==> src/hw/rtl/tlfs_pkg.sv <==
// Shared constants, types and codes for the two-level feedback scheduler.
`timescale 1ns / 1ps
package tlfs_pkg;

	localparam int MAX_TASKS     = 16;
	localparam int TIME_BITS     = 16;
	localparam int ID_SLOTS      = 16;
	localparam int ID_W          = 4;
	localparam int RUN_W         = 16;
	localparam int RES_W         = 4;
	localparam int QNT_W         = 4;
	localparam int CNT_W         = 5;
	localparam int Q_AW          = $clog2(MAX_TASKS);
	localparam int FILL_W        = $clog2(MAX_TASKS + 1);
	localparam int TBL_AW        = $clog2(ID_SLOTS);
	localparam int PADDR_W       = 2;
	localparam int PDATA_W       = 32;

	localparam logic [QNT_W-1:0]   QUANTUM_RESET = QNT_W'(3);
	localparam logic [CNT_W-1:0]   CNT_MAX       = {CNT_W{1'b1}};
	localparam logic [PADDR_W-1:0] ADDR_QUANTUM  = PADDR_W'(0);

	localparam logic ACT_ARRIVAL = 1'b0;
	localparam logic ACT_TICK    = 1'b1;

	typedef logic [ID_W-1:0]      task_id_t;
	typedef logic [TIME_BITS-1:0] time_t;

	typedef struct packed {
		time_t             need;
		time_t             used;
		logic [RES_W-1:0]  res;
	} tbl_entry_t;

	localparam int TBL_W = $bits(tbl_entry_t);

	typedef struct packed {
		logic     push;
		logic     pop;
		task_id_t push_id;
	} fifo_ctl_t;

	typedef struct packed {
		logic full;
		logic empty;
	} fifo_st_t;

	typedef enum logic [1:0] {
		ST_IDLE = 2'b01,
		ST_EXEC = 2'b10
	} state_t;

endpackage

==> src/hw/rtl/tlfs_ram.sv <==
// Generic single-write, single-read synchronous RAM with registered read data.
`timescale 1ns / 1ps
module tlfs_ram #(
	parameter int WIDTH = 8,
	parameter int DEPTH = 16
) (
	input  logic                     clk,
	input  logic                     we,
	input  logic [$clog2(DEPTH)-1:0] waddr,
	input  logic [WIDTH-1:0]         wdata,
	input  logic                     re,
	input  logic [$clog2(DEPTH)-1:0] raddr,
	output logic [WIDTH-1:0]         rdata
);

	logic [WIDTH-1:0] mem [DEPTH];

	always_ff @(posedge clk) begin
		if (we) begin
			mem[waddr] <= wdata;
		end
		if (re) begin
			rdata <= mem[raddr];
		end
	end

endmodule

==> src/hw/rtl/tlfs_fifo.sv <==
// Task-id FIFO: head/fill pointers around a RAM, with pop-after-push forwarding.
`timescale 1ns / 1ps
module tlfs_fifo (
	input  logic                clk,
	input  logic                arst_n,
	input  logic                rd_req,
	input  tlfs_pkg::fifo_ctl_t ctl,
	output tlfs_pkg::fifo_st_t  st,
	output tlfs_pkg::task_id_t  pop_id
);
	import tlfs_pkg::*;

	logic [Q_AW-1:0]   head_q;
	logic [FILL_W-1:0] fill_q;
	logic [FILL_W:0]   wsum;
	logic [Q_AW-1:0]   waddr;
	task_id_t          rdata;

	assign st.full  = (fill_q == FILL_W'(MAX_TASKS));
	assign st.empty = (fill_q == '0);

	assign wsum  = (FILL_W + 1)'(head_q) + (FILL_W + 1)'(fill_q);
	assign waddr = (wsum >= (FILL_W + 1)'(MAX_TASKS)) ?
		Q_AW'(wsum - (FILL_W + 1)'(MAX_TASKS)) : Q_AW'(wsum);

	// an entry pushed into an empty queue is popped in the same cycle
	assign pop_id = st.empty ? ctl.push_id : rdata;

	tlfs_ram #(
		.WIDTH ($bits(task_id_t)),
		.DEPTH (MAX_TASKS)
	) u_ram (
		.clk   (clk),
		.we    (ctl.push),
		.waddr (waddr),
		.wdata (ctl.push_id),
		.re    (rd_req),
		.raddr (head_q),
		.rdata (rdata)
	);

	always_ff @(posedge clk or negedge arst_n) begin
		if (!arst_n) begin
			head_q <= '0;
			fill_q <= '0;
		end else begin
			if (ctl.pop) begin
				head_q <= (head_q == Q_AW'(MAX_TASKS - 1)) ? '0 : head_q + 1'b1;
			end
			unique case ({ctl.push, ctl.pop})
				2'b10:   fill_q <= fill_q + 1'b1;
				2'b01:   fill_q <= fill_q - 1'b1;
				default: fill_q <= fill_q;
			endcase
		end
	end

endmodule

==> src/hw/rtl/two_level_feedback_scheduler.sv <==
// Top level: request sequencer, task time table and the two task FIFOs.
// Sequence: an accepted request is registered into the execute state, and done is registered from that state.
// Requests are not accepted while busy (execute state); the read-modify-write of the task table
// and queue RAMs is a registered read on acceptance followed by the update in the execute state.
// Reset: queue pointers, CPU state and finished count clear; quantum returns to 3.
// RAM contents are not cleared. The receiver cannot stall the result.
`timescale 1ns / 1ps
module two_level_feedback_scheduler (
	input  logic                              clk,
	input  logic                              arst_n,
	input  logic                              start,
	output logic                              busy,
	input  logic                              action,
	input  logic [tlfs_pkg::ID_W-1:0]         task_id,
	input  logic [tlfs_pkg::RUN_W-1:0]        run_length,
	output logic                              done,
	output logic                              running_valid,
	output logic [tlfs_pkg::ID_W-1:0]         running_task,
	output logic                              finished_valid,
	output logic [tlfs_pkg::ID_W-1:0]         finished_task,
	output logic                              preempted,
	output logic                              picked_from_low,
	output logic                              dropped,
	output logic [tlfs_pkg::CNT_W-1:0]        finished_count,
	input  logic                              psel,
	input  logic                              penable,
	input  logic                              pwrite,
	input  logic [tlfs_pkg::PADDR_W-1:0]      paddr,
	input  logic [tlfs_pkg::PDATA_W-1:0]      pwdata,
	output logic [tlfs_pkg::PDATA_W-1:0]      prdata,
	output logic                              pready
);
	import tlfs_pkg::*;

	state_t            state_q;
	logic              accept;
	logic              exec;

	logic              action_q;
	task_id_t          id_q;
	time_t             len_q;

	logic [QNT_W-1:0]  quantum_q;
	logic              cpu_busy_q;
	task_id_t          cpu_task_q;
	logic [CNT_W-1:0]  done_total_q;

	logic              done_q;
	logic              fin_q;
	task_id_t          fin_id_q;
	logic              pre_q;
	logic              from_low_q;
	logic              drop_q;

	fifo_ctl_t         hi_ctl;
	fifo_ctl_t         lo_ctl;
	fifo_st_t          hi_st;
	fifo_st_t          lo_st;
	task_id_t          hi_pop_id;
	task_id_t          lo_pop_id;

	logic              tbl_we;
	logic [TBL_AW-1:0] tbl_waddr;
	tbl_entry_t        tbl_wdata;
	logic [TBL_W-1:0]  tbl_rraw;
	tbl_entry_t        tbl_rd;

	time_t             used_inc;
	logic [RES_W:0]    res_inc;
	logic              fin;
	logic              pre;
	logic              pick;
	logic              drop;
	logic              from_low;
	logic              busy_nx;
	task_id_t          task_nx;

	assign exec   = (state_q == ST_EXEC);
	assign busy   = exec;
	assign accept = start && !busy;

	// configuration port
	assign pready = 1'b1;
	assign prdata = (paddr == ADDR_QUANTUM) ? PDATA_W'(quantum_q) : '0;

	always_ff @(posedge clk or negedge arst_n) begin
		if (!arst_n) begin
			quantum_q <= QUANTUM_RESET;
		end else if (psel && penable && pwrite && pready && (paddr == ADDR_QUANTUM)) begin
			quantum_q <= pwdata[QNT_W-1:0];
		end
	end

	tlfs_fifo u_high (
		.clk    (clk),
		.arst_n (arst_n),
		.rd_req (accept),
		.ctl    (hi_ctl),
		.st     (hi_st),
		.pop_id (hi_pop_id)
	);

	tlfs_fifo u_low (
		.clk    (clk),
		.arst_n (arst_n),
		.rd_req (accept),
		.ctl    (lo_ctl),
		.st     (lo_st),
		.pop_id (lo_pop_id)
	);

	tlfs_ram #(
		.WIDTH (TBL_W),
		.DEPTH (ID_SLOTS)
	) u_tbl (
		.clk   (clk),
		.we    (tbl_we),
		.waddr (tbl_waddr),
		.wdata (tbl_wdata),
		.re    (accept),
		.raddr (TBL_AW'(cpu_task_q)),
		.rdata (tbl_rraw)
	);

	assign tbl_rd   = tbl_entry_t'(tbl_rraw);
	assign used_inc = tbl_rd.used + 1'b1;
	assign res_inc  = (RES_W + 1)'(tbl_rd.res) + 1'b1;

	always_comb begin
		hi_ctl    = '0;
		lo_ctl    = '0;
		tbl_we    = 1'b0;
		tbl_waddr = TBL_AW'(cpu_task_q);
		tbl_wdata = tbl_rd;
		fin       = 1'b0;
		pre       = 1'b0;
		pick      = 1'b0;
		drop      = 1'b0;
		from_low  = 1'b0;
		busy_nx   = cpu_busy_q;
		task_nx   = cpu_task_q;
		hi_ctl.push_id = id_q;
		lo_ctl.push_id = cpu_task_q;
		if (action_q == ACT_ARRIVAL) begin
			if (hi_st.full) begin
				drop = 1'b1;
			end else begin
				hi_ctl.push = exec;
				tbl_we      = exec;
				tbl_waddr   = TBL_AW'(id_q);
				tbl_wdata   = '{need: len_q, used: '0, res: '0};
			end
		end else begin
			pick = !cpu_busy_q;
			if (cpu_busy_q) begin
				tbl_we         = exec;
				tbl_wdata.used = used_inc;
				if (used_inc == tbl_rd.need) begin
					fin  = 1'b1;
					pick = 1'b1;
				end else if (res_inc >= (RES_W + 1)'(quantum_q)) begin
					tbl_wdata.res = '0;
					pre           = 1'b1;
					pick          = 1'b1;
					lo_ctl.push   = exec && !lo_st.full;
					drop          = lo_st.full;
				end else begin
					tbl_wdata.res = res_inc[RES_W-1:0];
				end
			end
			if (pick) begin
				if (!hi_st.empty) begin
					hi_ctl.pop = exec;
					busy_nx    = 1'b1;
					task_nx    = hi_pop_id;
				end else if (!lo_st.empty || lo_ctl.push) begin
					lo_ctl.pop = exec;
					busy_nx    = 1'b1;
					task_nx    = lo_pop_id;
					from_low   = 1'b1;
				end else begin
					busy_nx    = 1'b0;
					task_nx    = '0;
				end
			end
		end
	end

	always_ff @(posedge clk) begin
		if (accept) begin
			action_q <= action;
			id_q     <= task_id;
			len_q    <= time_t'(run_length);
		end
		if (exec) begin
			fin_q      <= fin;
			fin_id_q   <= fin ? cpu_task_q : '0;
			pre_q      <= pre;
			from_low_q <= from_low;
			drop_q     <= drop;
		end
	end

	always_ff @(posedge clk or negedge arst_n) begin
		if (!arst_n) begin
			state_q      <= ST_IDLE;
			done_q       <= 1'b0;
			cpu_busy_q   <= 1'b0;
			cpu_task_q   <= '0;
			done_total_q <= '0;
		end else begin
			done_q <= exec;
			unique case (state_q)
				ST_IDLE: begin
					if (accept) begin
						state_q <= ST_EXEC;
					end
				end
				ST_EXEC: begin
					state_q    <= ST_IDLE;
					cpu_busy_q <= busy_nx;
					cpu_task_q <= task_nx;
					if (fin && (done_total_q != CNT_MAX)) begin
						done_total_q <= done_total_q + 1'b1;
					end
				end
				default: state_q <= ST_IDLE;
			endcase
		end
	end

	assign done            = done_q;
	assign running_valid   = cpu_busy_q;
	assign running_task    = cpu_busy_q ? cpu_task_q : '0;
	assign finished_valid  = fin_q;
	assign finished_task   = fin_id_q;
	assign preempted       = pre_q;
	assign picked_from_low = from_low_q;
	assign dropped         = drop_q;
	assign finished_count  = done_total_q;

	a_exec_one_cycle: assert property (@(posedge clk) disable iff (!arst_n)
		busy |=> !busy)
		else $error("execute state held more than one cycle");

	a_result_follows_exec: assert property (@(posedge clk) disable iff (!arst_n)
		busy |=> done)
		else $error("execute cycle without result strobe");

	a_fin_pre_exclusive: assert property (@(posedge clk) disable iff (!arst_n)
		done |-> !(finished_valid && preempted))
		else $error("task both finished and preempted");

	a_low_pick_runs: assert property (@(posedge clk) disable iff (!arst_n)
		done && picked_from_low |-> running_valid)
		else $error("low queue pick left CPU idle");

endmodule
==> config.mk <==
export PLATFORM = sky130hd
export DESIGN_NAME = two_level_feedback_scheduler
export DESIGN_NICKNAME = d
export VERILOG_FILES = /design/src/hw/rtl/tlfs_pkg.sv /design/src/hw/rtl/tlfs_ram.sv /design/src/hw/rtl/tlfs_fifo.sv /design/src/hw/rtl/two_level_feedback_scheduler.sv
export SDC_FILE = /design/constraint.sdc
export NUM_CORES = 1
export LEC_CHECK = 0
export ABC_AREA = 1
export BUFFER_PORTS_ARGS = -buffer_cell sky130_fd_sc_hd__buf_2
export CELL_PAD_IN_SITES_DETAIL_PLACEMENT = 0
export CELL_PAD_IN_SITES_GLOBAL_PLACEMENT = 1
export CORE_AREA = 3 3 294 296
export DETAILED_ROUTE_END_ITERATION = 6
export DIE_AREA = 0 0 297 299
export PLACE_DENSITY_LB_ADDON = 0.1
export REMOVE_ABC_BUFFERS = 1
export SYNTH_ARGS = -nofsm -noshare
export SYNTH_HDL_FRONTEND = slang
export SYNTH_SLANG_ARGS = --single-unit
export TNS_END_PERCENT = 1
==> constraint.sdc <==
create_clock -name clk -period 5.4 [get_ports clk]
set_input_delay 0.81 -clock clk [delete_from_list [all_inputs] [get_ports clk]]
set_output_delay 0.81 -clock clk [all_outputs]
set_load 0.1 [all_outputs]
Word-level counts from Yosys, hierarchy flattened

Memory sizes are Yosys's and may differ from the RTL's. A register that Yosys moved wholly into a read port is not among the register bits.
Index checks and enable logic that the tools add are counted.

Register bits: 64
Bits in writable memories: 704
Input bits: 61
Output and inout bits: 53
Logic and storage cells: 131
Memories: 3

$add $sub $neg: 13
Magnitude comparators: 3
Equal/unequal tests: 14
Muxes and demuxes: 57
Bitwise gates (word level): 2
Reduce and logical (&&, ||, !) cells: 21

Memory list:

| name             | words | width | rd ports | clocked after Yosys merged registers in | wr ports | RTL line       | text |
|---|---|---|---|---|---|---|---|
| u_tbl.mem        | 16    | 36    | 1        | 1                                       | 1        | tlfs_ram.sv:16 | `logic [WIDTH-1:0] mem [DEPTH];` |
| u_high.u_ram.mem | 16    | 4     | 1        | 1                                       | 1        | tlfs_ram.sv:16 |  |
| u_low.u_ram.mem  | 16    | 4     | 1        | 1                                       | 1        | tlfs_ram.sv:16 |  |

Operators by type and width:

| operator                                                          | number |
|---|---|
| two-way mux 4 bit                                                 | 13 |
| two-way mux 20 bit                                                | 2 |
| two-way mux 36 bit                                                | 1 |
| two-way mux 1 bit                                                 | 35 |
| case mux 5 bit (2 select lines)                                   | 2 |
| adder 16 x 1 -> 16 bit, second input constant                     | 1 |
| equality test 16 bit                                              | 1 |
| two-way mux 16 bit                                                | 1 |
| adder 5 x 1 -> 5 bit, second input constant                       | 3 |
| adder 4 x 5 -> 6 bit                                              | 2 |
| greater-or-equal comparator 6 x 5 -> 1 bit, second input constant | 2 |
| equality test 5 bit, second input constant                        | 2 |
| zero test 5 bit                                                   | 2 |
| subtractor 5 x 1 -> 5 bit, second input constant                  | 2 |
| adder 4 x 1 -> 4 bit, second input constant                       | 2 |
| equality test 4 bit, second input constant                        | 2 |
| subtractor 4 x 1 -> 4 bit, second input constant                  | 2 |
| equality test 2 x 1 -> 1 bit, second input constant               | 3 |
| equality test 2 bit, second input constant                        | 3 |
| logical AND 1 bit                                                 | 6 |
| two-way mux 2 bit                                                 | 3 |
| AND reduction 3 bit                                               | 2 |
| adder 4 x 1 -> 5 bit, second input constant                       | 1 |
| greater-or-equal comparator 5 x 4 -> 1 bit                        | 1 |
| 11 further kinds                                                  | 16 |

Logic depth before layout (Yosys ltp)

Gate-level depths: netlist (run 1).

Depth in word-level cells: 14
Mapped depth: 24
Mapped depth without buffers: 24

Hierarchy

A second synthesis (run 1) with hierarchy kept.

Cells, all modules: 3683
Area total of the unflattened synthesis: 36842.8 um2

By module, submodules not included:

| module                       | instances | cells each | area an instance (um2) | sequential area each (um2) |
|---|---|---|---|---|
| tlfs_ram at u_tbl            | 1         | 2379       | 25754.7                | 18377.6 |
| tlfs_ram at u_high.u_ram ... | 2         | 290        | 3006.6                 | 2042.0 |
| two_level_feedback_scheduler | 1         | 514        | 3550.9                 | 1300.0 |
| tlfs_fifo                    | 2         | 105        | 762.0                  | 225.2 |

Worst setup path after synthesis (run 1)

No wires, ideal clock.

Kind: in2reg
Start: input start
End: register action_q, enable pin
Setup time: 0.489 ns
Arrival time: 3.546 ns
Data required time: 4.911 ns
Slack: 1.366 ns
Cell stages on the path: 2
Path buffers: 0
Path through: inv_1 nor2_1

Longest elaborated chain between the ends: 1

Ends and longest elaborated chain:

| element              | RTL line                            | text |
|---|---|---|
| from (decl)          | two_level_feedback_scheduler.sv:11  | `input logic start,` |
| logical AND 1 bit    | two_level_feedback_scheduler.sv:80  | `assign accept = start && !busy;` |
| via accept           | two_level_feedback_scheduler.sv:36  | `logic accept;` |
| to (signal assigned) | two_level_feedback_scheduler.sv:191 | `action_q <= action;` |
| to (decl)            | two_level_feedback_scheduler.sv:39  | `logic action_q;` |

The timed path passes the listed nets, and every way through them passes these cells.
A chain may end at the register's enable or synchronous reset.

==> results of run 1 <==
[state kept, by name (all words and copies together), names as in the netlist, 5 cells and up]
signal	flops
len_q	16
u_high.fill_q	5
u_low.fill_q	5
u_high.u_ram.mem	64
finished_count	5
u_low.u_ram.mem	64
u_tbl.rdata	36
u_tbl.mem	576
[kinds of logic after synthesis]
family,Yosys count,synth area share
fa+ha+maj,27,0.0110
mux,4,0.00120
flops,812,0.724
xor+xnor,18,0.00494
other cells,2,0.000225
compound gates,639,0.116
buf+inv,289,0.0363
simple gates,853,0.106
[where the power goes]
group	switching (µW)	total, µW	internal (µW)
sequential	453	8370	7910
combinational	3750	5090	1340
clock	2460	5620	3160
[area by class of cell]
| class | instances | share of cell area |
|---|---|---|
| Clock inverter | 57 | 0.0107 |
| Sequential cell | 812 | 0.641 |
| Inverter | 108 | 0.0110 |
| Multi-Input combinational cell | 1570 | 0.218 |
| Tap cell | 1134 | 0.0376 |
| Timing Repair Buffer | 115 | 0.0208 |
| Clock buffer | 106 | 0.0601 |
[per-layer routing]
metal | GRT usage | vias to the layer above | part of all wire
met5 | 0 | - | 0.00015
met4 | 0.0544 | 2 | 0.025
met3 | 0.0301 | 144 | 0.041
met2 | 0.337 | 460 | 0.49
met1 | 0.266 | 10600 | 0.45
li1 | - | 9807 | -
[layout by cell type, fill, tap and decap left out, drive strengths merged, types with 2 or more instances in the layout]
master / instances
dfrtp: 32
o221ai: 116
clkinvlp: 3
xnor2: 9
nand4: 12
or2: 4
a21o: 2
a21oi: 16
ha: 23
buf: 115
o22ai: 60
nand3b: 3
bufinv: 3
nor4: 2
nand3: 108
nor2: 467
clkinv: 48
o32ai: 12
nand2: 253
xor2: 9
dfstp: 3
mux2i: 4
o211ai: 41
nor3: 3
inv: 111
conb: 29
o21ai: 387
o21a: 2
fa: 4
edfxtp: 777
clkbuf: 106
[final timing paths]
kind	from	end	slack (ns)	cells past startpoint
worst max-delay path	u_tbl.rdata[5]	u_low.fill_q[4]	1.41	22
worst min-delay path	arst_n	u_high.head_q[2]	0.29	1
worst max register to register	u_tbl.rdata[5]	u_low.fill_q[4]	1.41	22
worst min register to register	state_q[1]	state_q[0]	0.50	2
max in group asynchronous	arst_n	cpu_task_q[0]	4.47	1
min in group clk	run_length[7]	len_q[7]	0.34	1
[critical path, stage by stage, from the launching register on]
cell and delay (ns):
edfxtp_1 0.42, ha_1 0.25, nand3_1 0.11, nor2_1 0.27, nand2_1 0.14, nand3_1 0.12, nand2_2 0.07, nor2_1 0.10
nand2_1 0.06, nor2_2 0.15, nand3_4 0.19, nand3_4 0.14, nand2_2 0.13, nand3_2 0.14, inv_2 0.07, ha_1 0.28
fa_1 0.43, a21o_1 0.19, a21oi_1 0.15, inv_1 0.07, a21oi_1 0.11, o21ai_0 0.12, xor2_1 0.16
[stage by stage]
step	setup slack [ns]	cells	cell area (µm²)
global placement	1.45	3739	35100
detailed placement	1.40	3739	35100
floorplan	-7.53	2490	32700
CTS	1.40	3902	37800
global route	1.20	3902	37800
finish	1.41	3902	37800
==> impl.org, run 1 <==
** Die
- The die is 297 µm wide.
- Starting density of the core :: 0.399
- Die area :: 88800 µm²
- Die extent in y :: 299 µm
- In this run the count of I/O pins placed on the die edge is 114.
- The initialized floorplan defines 106 standard-cell rows.
- The core region is 83800 µm².

** Routing
- Routed length per placed instance :: 22.8 µm
- The first detailed-routing pass ran for 7 iterations.
- In the routed design, unresolved DRC markers number 2.
- Routed wire length :: 89100 µm
- Antenna viol nets, final :: 0
- Dividing the detail-routed via count by the number of cells gives 5.38.
- DRT iter0 DRCs :: 1282
- For this block, the via count after detailed routing is 21000.

** Layout
- After filler insertion, the fill cell instance count of the layout stands at 7667.
- Of the cells placed in the final design, the portion with a size suffix greater than 1 is 0.112.
- Area of the multi-input gates :: 8250 µm²
- Post-layout net count :: 2783
- Area taken by flip-flops and latches :: 24200 µm²
- Number of diodes :: 0
- Post-Route Utilization :: 0.451
- Relative to the synthesized area, the layout overhead comes to 12.9%.

** Yosys
- A synthesized cell averages 12.6 µm².
- Unique masters post-synth :: 49
- Share of async-settable or async-resettable flops after synthesis :: 0.0431
- Among all flip-flop cells after synthesis, the most frequent one is edfxtp_1.
- Portion of synthesized cell area occupied by the leading cell type :: 0.698
- The largest total area in the synthesized netlist belongs to edfxtp_1.
- Top area cells in the synthesized netlist :: edfxtp_1, o21ai_0, nor2_1
- Synthesis-stage register bit count :: 812
- The synthesized design contains 777 enable-type register cells.
- Number of instances in the synthesized netlist :: 2644
- Count of warnings emitted by yosys :: 0
- In this run the cell area of the synthesized design comes to 33400 µm².
- The commonest cells after synthesis are edfxtp_1, nor2_1, o21ai_0.
- Share of the yosys chip area belonging to registers :: 0.724
- Dominant cell by count in the synthesized netlist :: edfxtp_1

** GRT
- The initial antenna violation count came to 1.
- After global routing the overflow that remains totals 0.
- Number of global-route vias before repair :: 20900
- In the global route stage, overall resource usage came out at 0.198.
- Wire length of the first global-routing pass :: 133000 µm
- Maximum number of pins on one net before global-route repair :: 165

** Clock network
- TritonCTS clock tree :: yes
- The clock tree synthesis step divided the H-tree into 3 levels.
- Postcts setup bufs :: 0
- Count of instances resized after the clock tree is built :: 0
- Clock root buffer :: clkbuf_16
- Clock-pin slew was measured on the worst setup and hold paths at 0.06 ns.
- Later-pin clock latency in the skew report :: 0.64 ns
- Clock tree synthesis found a total of 812 sinks.
- Count of hold-fix buffers inserted at cts :: 0
- Clock tree synthesis inserted a total of 88 buffers.
- Counting along the longest clock path gives a buffer depth of 3.

** Critical path
- Maximum fanout encountered on the critical timing path :: 8
- Crit Path Class :: register to register
- Required time at the endpoint of the critical path :: 5.91 ns
- Crit path capture type :: register
- STA classifies the critical path startpoint as a register.
- Signal arrival time at the worst endpoint :: 4.50 ns

** Timing
- Setup repair after global routing left no endpoint under its margin.
- In this run the tightest slew margin relative to its limit is 0.204.
- Setup Viol. Count Final :: 0
- For the final routed database, the setup TNS stands at 0 ns.
- Of the available clock period, the critical path in the final layout requires 0.739.
- Final-report hold violation count :: 0
- Min cycle time layout :: 3.99 ns
- For this run, the top clock speed supported by timing is 0.250 GHz.
- The final max-slew violation count came to 0.
- Clk_skew :: 0.0204 ns
- For the pin with the worst max-slew slack, the measured transition is 1.19 ns.
- Final hold slack :: 0.292 ns

** Flow run
- The tool flagged a number of max-cap violations equal to 0.

** Power
- Total Power :: 19100 µW
- IR analysis of the VDD net gives a maximum drop of 0.000357 V.
- Leakage power figure :: 0.0129 µW
- Pwr dens :: 505 nW/µm²

** Placement
- Buffers placed on the I/O ports in this run total 56.
- Detailed-placement wirelength estimate :: 47300 µm
- Weighted congestion reported at the end of routability-driven placement :: 0.812

** Hold path
- The tightest min-delay check is of the primary input to asynchronous set/reset pin type.

** Run status
- The run finished, with violations left.
- The final reports fail on DRC.
Power figures use the tool's default switching activity.
==> run 2, diff against run 1 <==
==> constraint.sdc (replaced) <==
create_clock -name clk -period 3.6 [get_ports clk]
set_input_delay 0.54 -clock clk [delete_from_list [all_inputs] [get_ports clk]]
set_output_delay 0.54 -clock clk [all_outputs]
set_load 0.1 [all_outputs]
==> run 2 against run 1 <==
  * The run now ends clean
  * Total power increased by 56%
  * Global-route usage grew 0.13 points
  * Critical path depth rose by 1
  * Clock power up 62%
  * Sequential power rose by 47%
  * Largest power group unchanged
  * Clock-buffer cell count grew 2
  * Sequential share of layout area down 1.8 points
  * Via count increased by 1.3%
  * Routed wire length increased by 0.38%
  * Worst hold slack got worse by 0.26 ns
  * Final area grew 3.0%
==> impl.org, run 2 (same netlist as run 1, synthesis figures left out) <==
** Timing
- The final count of negative-setup-slack endpoints was 0 (unchanged).
- Worst relative slew slack :: 0.194 (-0.00948)
- Unrepaired setup endpoints after global routing :: true
- The count of endpoints failing hold in the final timing report was 0 (unchanged).
- Final-report max-slew violation count :: 0 (unchanged)
- The final hold slack is 0.0279 ns (-0.265 ns).
- Upper clock frequency limit :: 0.293 GHz (+17%)
- Final critical-path share of the clock period :: 0.949 (+0.210)
- Least setup slack across all paths after layout :: 0.183 ns (-1.22 ns)
- The final worst clock skew is 0.0216 ns (+0.00124 ns).
- Min cycle time layout :: 3.42 ns (-0.575 ns)
- Tightest Pin Transition :: 1.21 ns (+0.0142 ns)

** Critical path
- The critical path starts at u_tbl.rdata[5].
- In this design, the largest share of critical-path delay is due to simple AND/OR/NAND/NOR gates.
- By instance count, the cell type seen most on the critical path is nand2_1.
- Crit path capture type :: register
- The slowest stage of the critical path belongs to the cell edfxtp_1.
- Maximum fanout encountered on the critical timing path :: 5 (-3)
- The stage delay of the slowest cell on the critical path is 0.41 ns (-0.02 ns).
- The worst path buffer plus inverter count came to 3 (+1).
- FF-to-FF End :: u_low.fill_q[4]
- Required time at the endpoint of the critical path :: 4.10 ns (-1.81 ns)
- The worst reg-to-reg setup slack was 0.18 ns (-1.22 ns).
- Worst Setup Start Kind :: register
- In this run the critical register-to-register path is launched from u_tbl.rdata[5].
- The depth of the critical timing path with buffers and inverters included was 23 (+4.5%).
- Crit Path Class :: register to register
- The number of cells traversed by the worst register-to-register path came to 23 (+4.5%).
- Following the worst setup path forward leads to its endpoint at u_low.fill_q[4].
- The critical path goes through ha_4 > nand3_2 > nor2_2 > buf_4 > nand4_1 > nand2_1 > nand2_1 > nand2_1 > nand2_2 > nor2_4 > nand3_4 > nand3_4 > nand2_2 > nand3_2 > inv_2 > ha_4 > fa_2 > a21o_1 > a21oi_2 > inv_2 > a21oi_2 > o21ai_1 > xor2_1.
- The data arrival at the endpoint of the critical path came to 3.92 ns (-0.58 ns).

** Routing
- Routed wire length :: 89400 µm (+0.38%)
- Routed length per placed instance :: 22.5 µm (-1.3%)
- The number of detailed-routing iterations run before antenna repair was 5 (-2).
- Post-route DRC :: 0 (-2)
- DRT iter0 DRCs :: 1290 (+0.62%)
- Post-detailed-route via-to-cell ratio :: 5.36 (-0.46%)
- Via count :: 21300 (+1.3%)
- The number of nets with antenna violations after detailed routing came to 0 (unchanged).

** Die
- The core area was 83800 µm² (unchanged).
- The horizontal die dimension was 297 µm (unchanged).
- # IOs :: 114 (unchanged)
- Total number of placement rows :: 106 (unchanged)
- The y dimension of the die is 299 µm (unchanged).
- The total die area came to 88800 µm² (unchanged).
- Starting density of the core :: 0.399 (unchanged)

** Layout
- Layout Area Growth over Synthesis :: 16.3%
- The library cell used most frequently in the layout, excluding fill and tap cells, is edfxtp_1.
- Fraction of final layout cells with drive strength greater than 1 :: 0.142 (+0.0294)
- Final instance area :: 38900 µm² (+3.0%)
- The final instance count without filler cells came to 3970 (+1.7%).
- The largest registers in the layout are u_tbl.mem (576), u_high.u_ram.mem (64), u_low.u_ram.mem (64).
- Counting flops per register, the top entry is u_tbl.mem.
- Number of diodes :: 0 (unchanged)
- Flip-flop count of the largest register, all copies and words added :: 576 (unchanged)
- Post-layout net count :: 2851 (+2.4%)
- Top library cells by usage in the layout, fill and taps aside :: edfxtp_1, nor2_1, o21ai_0

** Clock network
- The clock sink count is 812 (unchanged).
- The number of buffers inserted during clock tree synthesis is 91 (+3.4%).
- CTS clock-pin slew for the worst setup and hold paths :: 0.06 ns (about the same)
- CTS placed an instance of clkbuf_16 at the clock tree root.
- Number of levels in the clock H-tree :: 3 (unchanged)
- The maximum buffer depth of the clock tree came to 3 (unchanged).
- Count of hold-fix buffers inserted at cts :: 0 (unchanged)
- The clock latency reported for the late side of the worst-skew pair is 0.64 ns (about the same).
- TritonCTS clock tree :: yes

** GRT
- The overall track demand over capacity in global routing is 0.200 (+0.00129).
- Global route overflow :: 0 (unchanged)
- The largest net degree at the start of global routing is 199 (+21%).
- Wire length of the first global-routing pass :: 134000 µm (+0.53%)
- Initial antenna violation count :: 0 (-1)
- The via count of the first global-routing pass is 21200 (+1.5%).

** Run status
- Result of the run :: complete, no violations

** Hold path
- Worst Hold Class :: primary input to asynchronous set/reset pin

** Placement
- The weighted congestion reported at the end of routability-driven placement is 0.836 (+3.0%).
- The setup slack after placement came to -0.0226 ns (-1.42 ns).
- IO buf count :: 56 (unchanged)
- Placed cells :: 3798 (+1.6%)
- Cell area reported after detailed placement :: 35800 µm² (+2.0%)
- The detailed-placement wirelength estimate was 49200 µm (+3.9%).

** Power
- VDD IR max :: 0.000497 V (+39%)
- The overall power is 29700 µW (+56%).
- The static leakage came to 0.0135 µW (+4.3%).
- The power per standard cell area came to 765 nW/µm² (+51%).

** Flow run
- The max-cap violation count is 0 (unchanged).
run 2: cell count changes in the layout (fill, tap and decap cells not counted), moves of 4 or more:
cell	delta
bufinv_16	+6
clkinv_1	-4
clkbuf_1	-5
buf_4	+43
buf_12	+22
clkbuf_16	+5
run 2: worst min path at each step:
stage | cells after the start | end
after floorplan | 0 | cpu_task_q[0]
after global placement | 2 | state_q[0]
after detailed placement | 2 | state_q[0]
after CTS | 1 | u_high.fill_q[0]
after global routing | 1 | len_q[14]
final | 1 | u_high.fill_q[1]
run 2: final cells by class:
cell class / count / area [µm²]
fillers: 7544 / 44900
flip-flops and latches: 812 / 24200
multi-input cells: 1570 / 8340
clock buffers: 108 / 2400
repair buffers: 180 / 1550
well taps: 1134 / 1420
clock inverters: 58 / 538
inverters: 108 / 417
run 2: worst reg2reg max path, cell delays in order, from the launching register on:
cell and delay, ns:
edfxtp_1 0.41, ha_4 0.19, nand3_2 0.09, nor2_2 0.18
buf_4 0.13, nand4_1 0.10, nand2_1 0.10, nand2_1 0.05
nand2_1 0.10, nand2_2 0.07, nor2_4 0.13, nand3_4 0.15
nand3_4 0.14, nand2_2 0.07, nand3_2 0.08, inv_2 0.05
ha_4 0.17, fa_2 0.35, a21o_1 0.20, a21oi_2 0.13
inv_2 0.05, a21oi_2 0.10, o21ai_1 0.08, xor2_1 0.14
run 2: per-layer routing:
layer / up-vias / GRT usage / part of all wire
met3: 153 / 0.0330 / 0.047
li1: 9933 / - / -
met1: 10700 / 0.262 / 0.43
met5: - / 0 / 0
met2: 523 / 0.343 / 0.49
met4: 0 / 0.0566 / 0.027
run 2: power by group:
group / total (µW) / switching (µW) / internal [µW]
Sequential: 12300 / 462 / 11900
Clock: 9110 / 3710 / 5400
Combinational: 8320 / 5980 / 2330
Total: 29700 / 10200 / 19600
run 2: per-stage QoR:
step	TNS [ns]	util
floorplan	-5480.69	-
global placement	-0.0588	0.427
detailed placement	-0.0226	0.427
CTS	0	0.462
global route	-0.0892	0.464
finish	0	0.464
run 2: what timing repair did:
| item | CTS | global route |
|---|---|---|
| setup endpoints to repair | 1 | 3 |
| buffers inserted | 0 | 6 |
| endpoints found under the hold margin | 0 | 0 |
| pin swaps | 1 | 15 |
| resized for setup | 3 | 17 |
==> run 3, diff against run 2 <==
--- a/config.mk
+++ b/config.mk
@@ -10,9 +10,11 @@
 export CELL_PAD_IN_SITES_DETAIL_PLACEMENT = 0
 export CELL_PAD_IN_SITES_GLOBAL_PLACEMENT = 1
 export CORE_AREA = 3 3 294 296
+export CTS_CLUSTER_SIZE = 16
 export DETAILED_ROUTE_END_ITERATION = 6
 export DIE_AREA = 0 0 297 299
 export PLACE_DENSITY_LB_ADDON = 0.1
+export RECOVER_POWER = 25
 export REMOVE_ABC_BUFFERS = 1
 export SYNTH_ARGS = -nofsm -noshare
 export SYNTH_HDL_FRONTEND = slang
==> run 3 against run 2 <==
  * The flow now finishes with violations (capacitance limit, slew limit)
  * Critical path depth is the same
  * Combinational power is essentially flat
  * Cell count is the same
  * Clock power is essentially flat
  * Maximum frequency shrank 0.15%
  * Total power is essentially flat
  * Non-clock buffer count is the same
  * Via count is essentially flat
  * Core utilization shrank 0.084 points
  * Final area shrank 0.18%
  * Routed wire length is essentially flat
  * Sequential cell count is the same
  * Largest power group unchanged
  * Highest routed layer unchanged
==> impl.org, run 3 (same netlist as run 1, synthesis figures left out) <==
** Run status
- The flow ran to the end, but the final reports show violations.
- The checks that failed: capacitance limit, slew limit.

** Timing
- The final count of negative-setup-slack endpoints was 0 (unchanged).
- Worst relative slew slack :: -0.385 (-0.580)
- The final max-slew violation count came to 170 (+170).
- The worst-margin pin slew is 2.08 ns (+0.869 ns).
- The shortest period the worst path allows was 3.42 ns (+0.00496 ns).
- The final worst clock skew was 0.0216 ns (-0.00000960 ns).
- Upper clock frequency limit :: 0.292 GHz (-0.15%)
- The final critical-path share of the clock period came to 0.950 (+0.00138).
- The count of endpoints failing hold in the final timing report was 0 (unchanged).
- The final setup slack of the worst path is 0.178 ns (-0.00496 ns).
- Setup repair after global routing could not meet its margin everywhere.
- The final setup TNS is 0 ns (unchanged).

** Power
- Total Power :: 29700 µW (about the same)
- VDD IR max :: 0.000494 V (-0.57%)
- The power per standard cell area was 766 nW/µm² (+0.14%).
- The static leakage is 0.0134 µW (-0.62%).

** Routing
- Antenna viol nets, final :: 0 (unchanged)
- The overall routed net length came to 89500 µm (about the same).
- The number of detailed-routing iterations run before antenna repair came to 5 (unchanged).
- DRT iter0 DRCs :: 1316 (+2.0%)
- The final routed wire length divided by cell count was 22.5 µm (about the same).
- Post-detailed-route via-to-cell ratio :: 5.35 (about the same)
- Via count :: 21200 (-0.066%)
- Post-route DRC :: 0 (unchanged)

** GRT
- Met1 track demand over resource in global routing :: 0.262 (unchanged)
- The wire length of the first global-routing pass came to 134000 µm (unchanged).
- GRT Total Usage :: 0.200 (unchanged)
- The via count of the first global-routing pass is 21200 (unchanged).
- The remaining global-route overflow was 0 (unchanged).
- The largest net degree at the start of global routing came to 199 (unchanged).
- Global Route met2 Usage :: 0.343 (unchanged)
- Initial antenna violation count :: 0 (unchanged)
- Met3 capacity usage during global routing :: 0.0330 (unchanged)
- met2 is the most crowded layer.

** Placement
- The placement-stage cell area is 35800 µm² (unchanged).
- Worst slack at placement :: -0.0226 ns (unchanged)
- IO buf count :: 56 (unchanged)
- Detailed-placement wirelength estimate :: 49200 µm (unchanged)
- The weighted congestion reported at the end of routability-driven placement is 0.836 (unchanged).

** Die
- The y dimension of the die was 299 µm (unchanged).
- Floorplan Core Area :: 83800 µm² (unchanged)
- The total die area came to 88800 µm² (unchanged).
- The initial core utilization was 0.399 (unchanged).
- The total number of placement rows came to 106 (unchanged).
- The I/O pin count is 114 (unchanged).
- The horizontal die dimension is 297 µm (unchanged).

** Layout
- The library cells used most frequently in the layout, excluding fill and tap cells, are edfxtp_1, nor2_1, o21ai_0.
- The library cell used most frequently in the layout, excluding fill and tap cells, is edfxtp_1.
- Number of diodes :: 0 (unchanged)
- The number of flip-flops under the largest register name came to 576 (unchanged).
- More flip-flops sit in one register than any other, and that register is u_tbl.mem.
- Final instance area :: 38800 µm² (-0.18%)
- Post-layout net count :: 2851 (unchanged)
- Fraction of final layout cells with drive strength greater than 1 :: 0.132 (-0.00952)
- Relative to the synthesized area, the layout overhead comes to 16.1%.
- In the final layout, the registers with the most flip-flops are u_tbl.mem (576), u_high.u_ram.mem (64), u_low.u_ram.mem (64).

** Critical path
- On the critical path, the stage with the largest delay is an instance of edfxtp_1.
- Required time at the endpoint of the critical path :: 4.10 ns (about the same)
- Maximum fanout encountered on the critical timing path :: 5 (unchanged)
- Largest stage delay on the critical path :: 0.41 ns (about the same)
- Cell with the most instances on the worst path :: nand2_1
- The worst reg-to-reg setup slack came to 0.18 ns (about the same).
- Crit Path Class :: register to register
- Signal arrival time at the worst endpoint :: 3.92 ns (about the same)
- Buffer and inverter count on the worst path :: 3 (unchanged)
- Kind of cell adding the most delay to the critical path :: simple AND/OR/NAND/NOR gates
- Crit path capture type :: register
- Traced cell by cell, the critical path runs through ha_4 > nand3_2 > nor2_2 > buf_4 > nand4_1 > nand2_1 > nand2_1 > nand2_1 > nand2_2 > nor2_4 > nand3_4 > nand3_4 > nand2_2 > nand3_2 > inv_2 > ha_4 > fa_2 > a21o_1 > a21oi_2 > inv_2 > a21oi_2 > o21ai_1 > xor2_1.
- The worst setup path is launched from a register.

** Clock network
- The cell sitting at the root of the clock tree is a clkbuf_16.
- CTS clock-pin slew for the worst setup and hold paths :: 0.06 ns (about the same)
- Number of levels in the clock H-tree :: 3 (unchanged)
- Maximum count of clock buffers along a single path :: 3 (unchanged)
- Count of hold-fix buffers inserted at cts :: 0 (unchanged)
- The clock sink count was 812 (unchanged).
- TritonCTS clock tree :: yes
- The number of buffers inserted during clock tree synthesis came to 91 (unchanged).
- Later-pin clock latency in the skew report :: 0.64 ns (about the same)

** Flow run
- The max-cap violation count came to 4 (+4).

** Hold path
- Worst Hold Class :: primary input to register
run 3: cell count changes in the layout (fill, tap and decap cells not counted), moves of 2 or more:
cell      change
clkbuf_1     +23
dfrtp_1       +3
dfrtp_4       -2
buf_4         -8
clkbuf_2      +3
buf_2        -18
run 3: power by group:
group / total, µW / switching, µW / leakage (µW) / internal [µW]
sequential: 12300 / 465 / 0.00754 / 11900
combinational: 8310 / 5990 / 0.00440 / 2330
clock: 9100 / 3700 / 0.00146 / 5400
total: 29700 / 10100 / 0.0134 / 19600
run 3: per-stage QoR:
step / hold slack (ns) / util / instances
5_1_grt: 0.0432 / 0.463 / 3970
6_report: 0.0761 / 0.463 / 3970
4_1_cts: 0.0224 / 0.462 / 3964
3_3_place_gp: 0.471 / 0.427 / 3798
3_5_place_dp: 0.483 / 0.427 / 3798
2_1_floorplan: 0.244 / - / 2490
run 3: final timing paths:
kind / cells after the start / to / start
max: 23 / u_low.fill_q[4] / u_tbl.rdata[5]
min: 1 / len_q[14] / run_length[14]
max reg2reg: 23 / u_low.fill_q[4] / u_tbl.rdata[5]
min reg2reg: 2 / state_q[0] / state_q[1]
max in group asynchronous: 1 / cpu_task_q[1] / arst_n
min in group asynchronous: 1 / u_high.fill_q[0] / arst_n
run 3: layout make-up:
type,instances,area (µm²)
fillers,7559,45000
flip-flops and latches,812,24200
multi-input cells,1570,8340
clock buffers,108,2400
repair buffers,180,1490
well taps,1134,1420
clock inverters,58,538
inverters,108,417
run 3: routing by layer:
layer,vias up,part of all wire
met5,-,0
met3,145,0.051
met2,544,0.49
met1,10600,0.43
li1,9926,-
met4,0,0.026
run 3: repair_timing:
item	CTS	global route
setup buffers	0	6
gates resized for setup	3	17
gates cloned	0	0
endpoints found under the setup margin	1	3
pin swaps	1	15
hold endpoints to repair	0	0
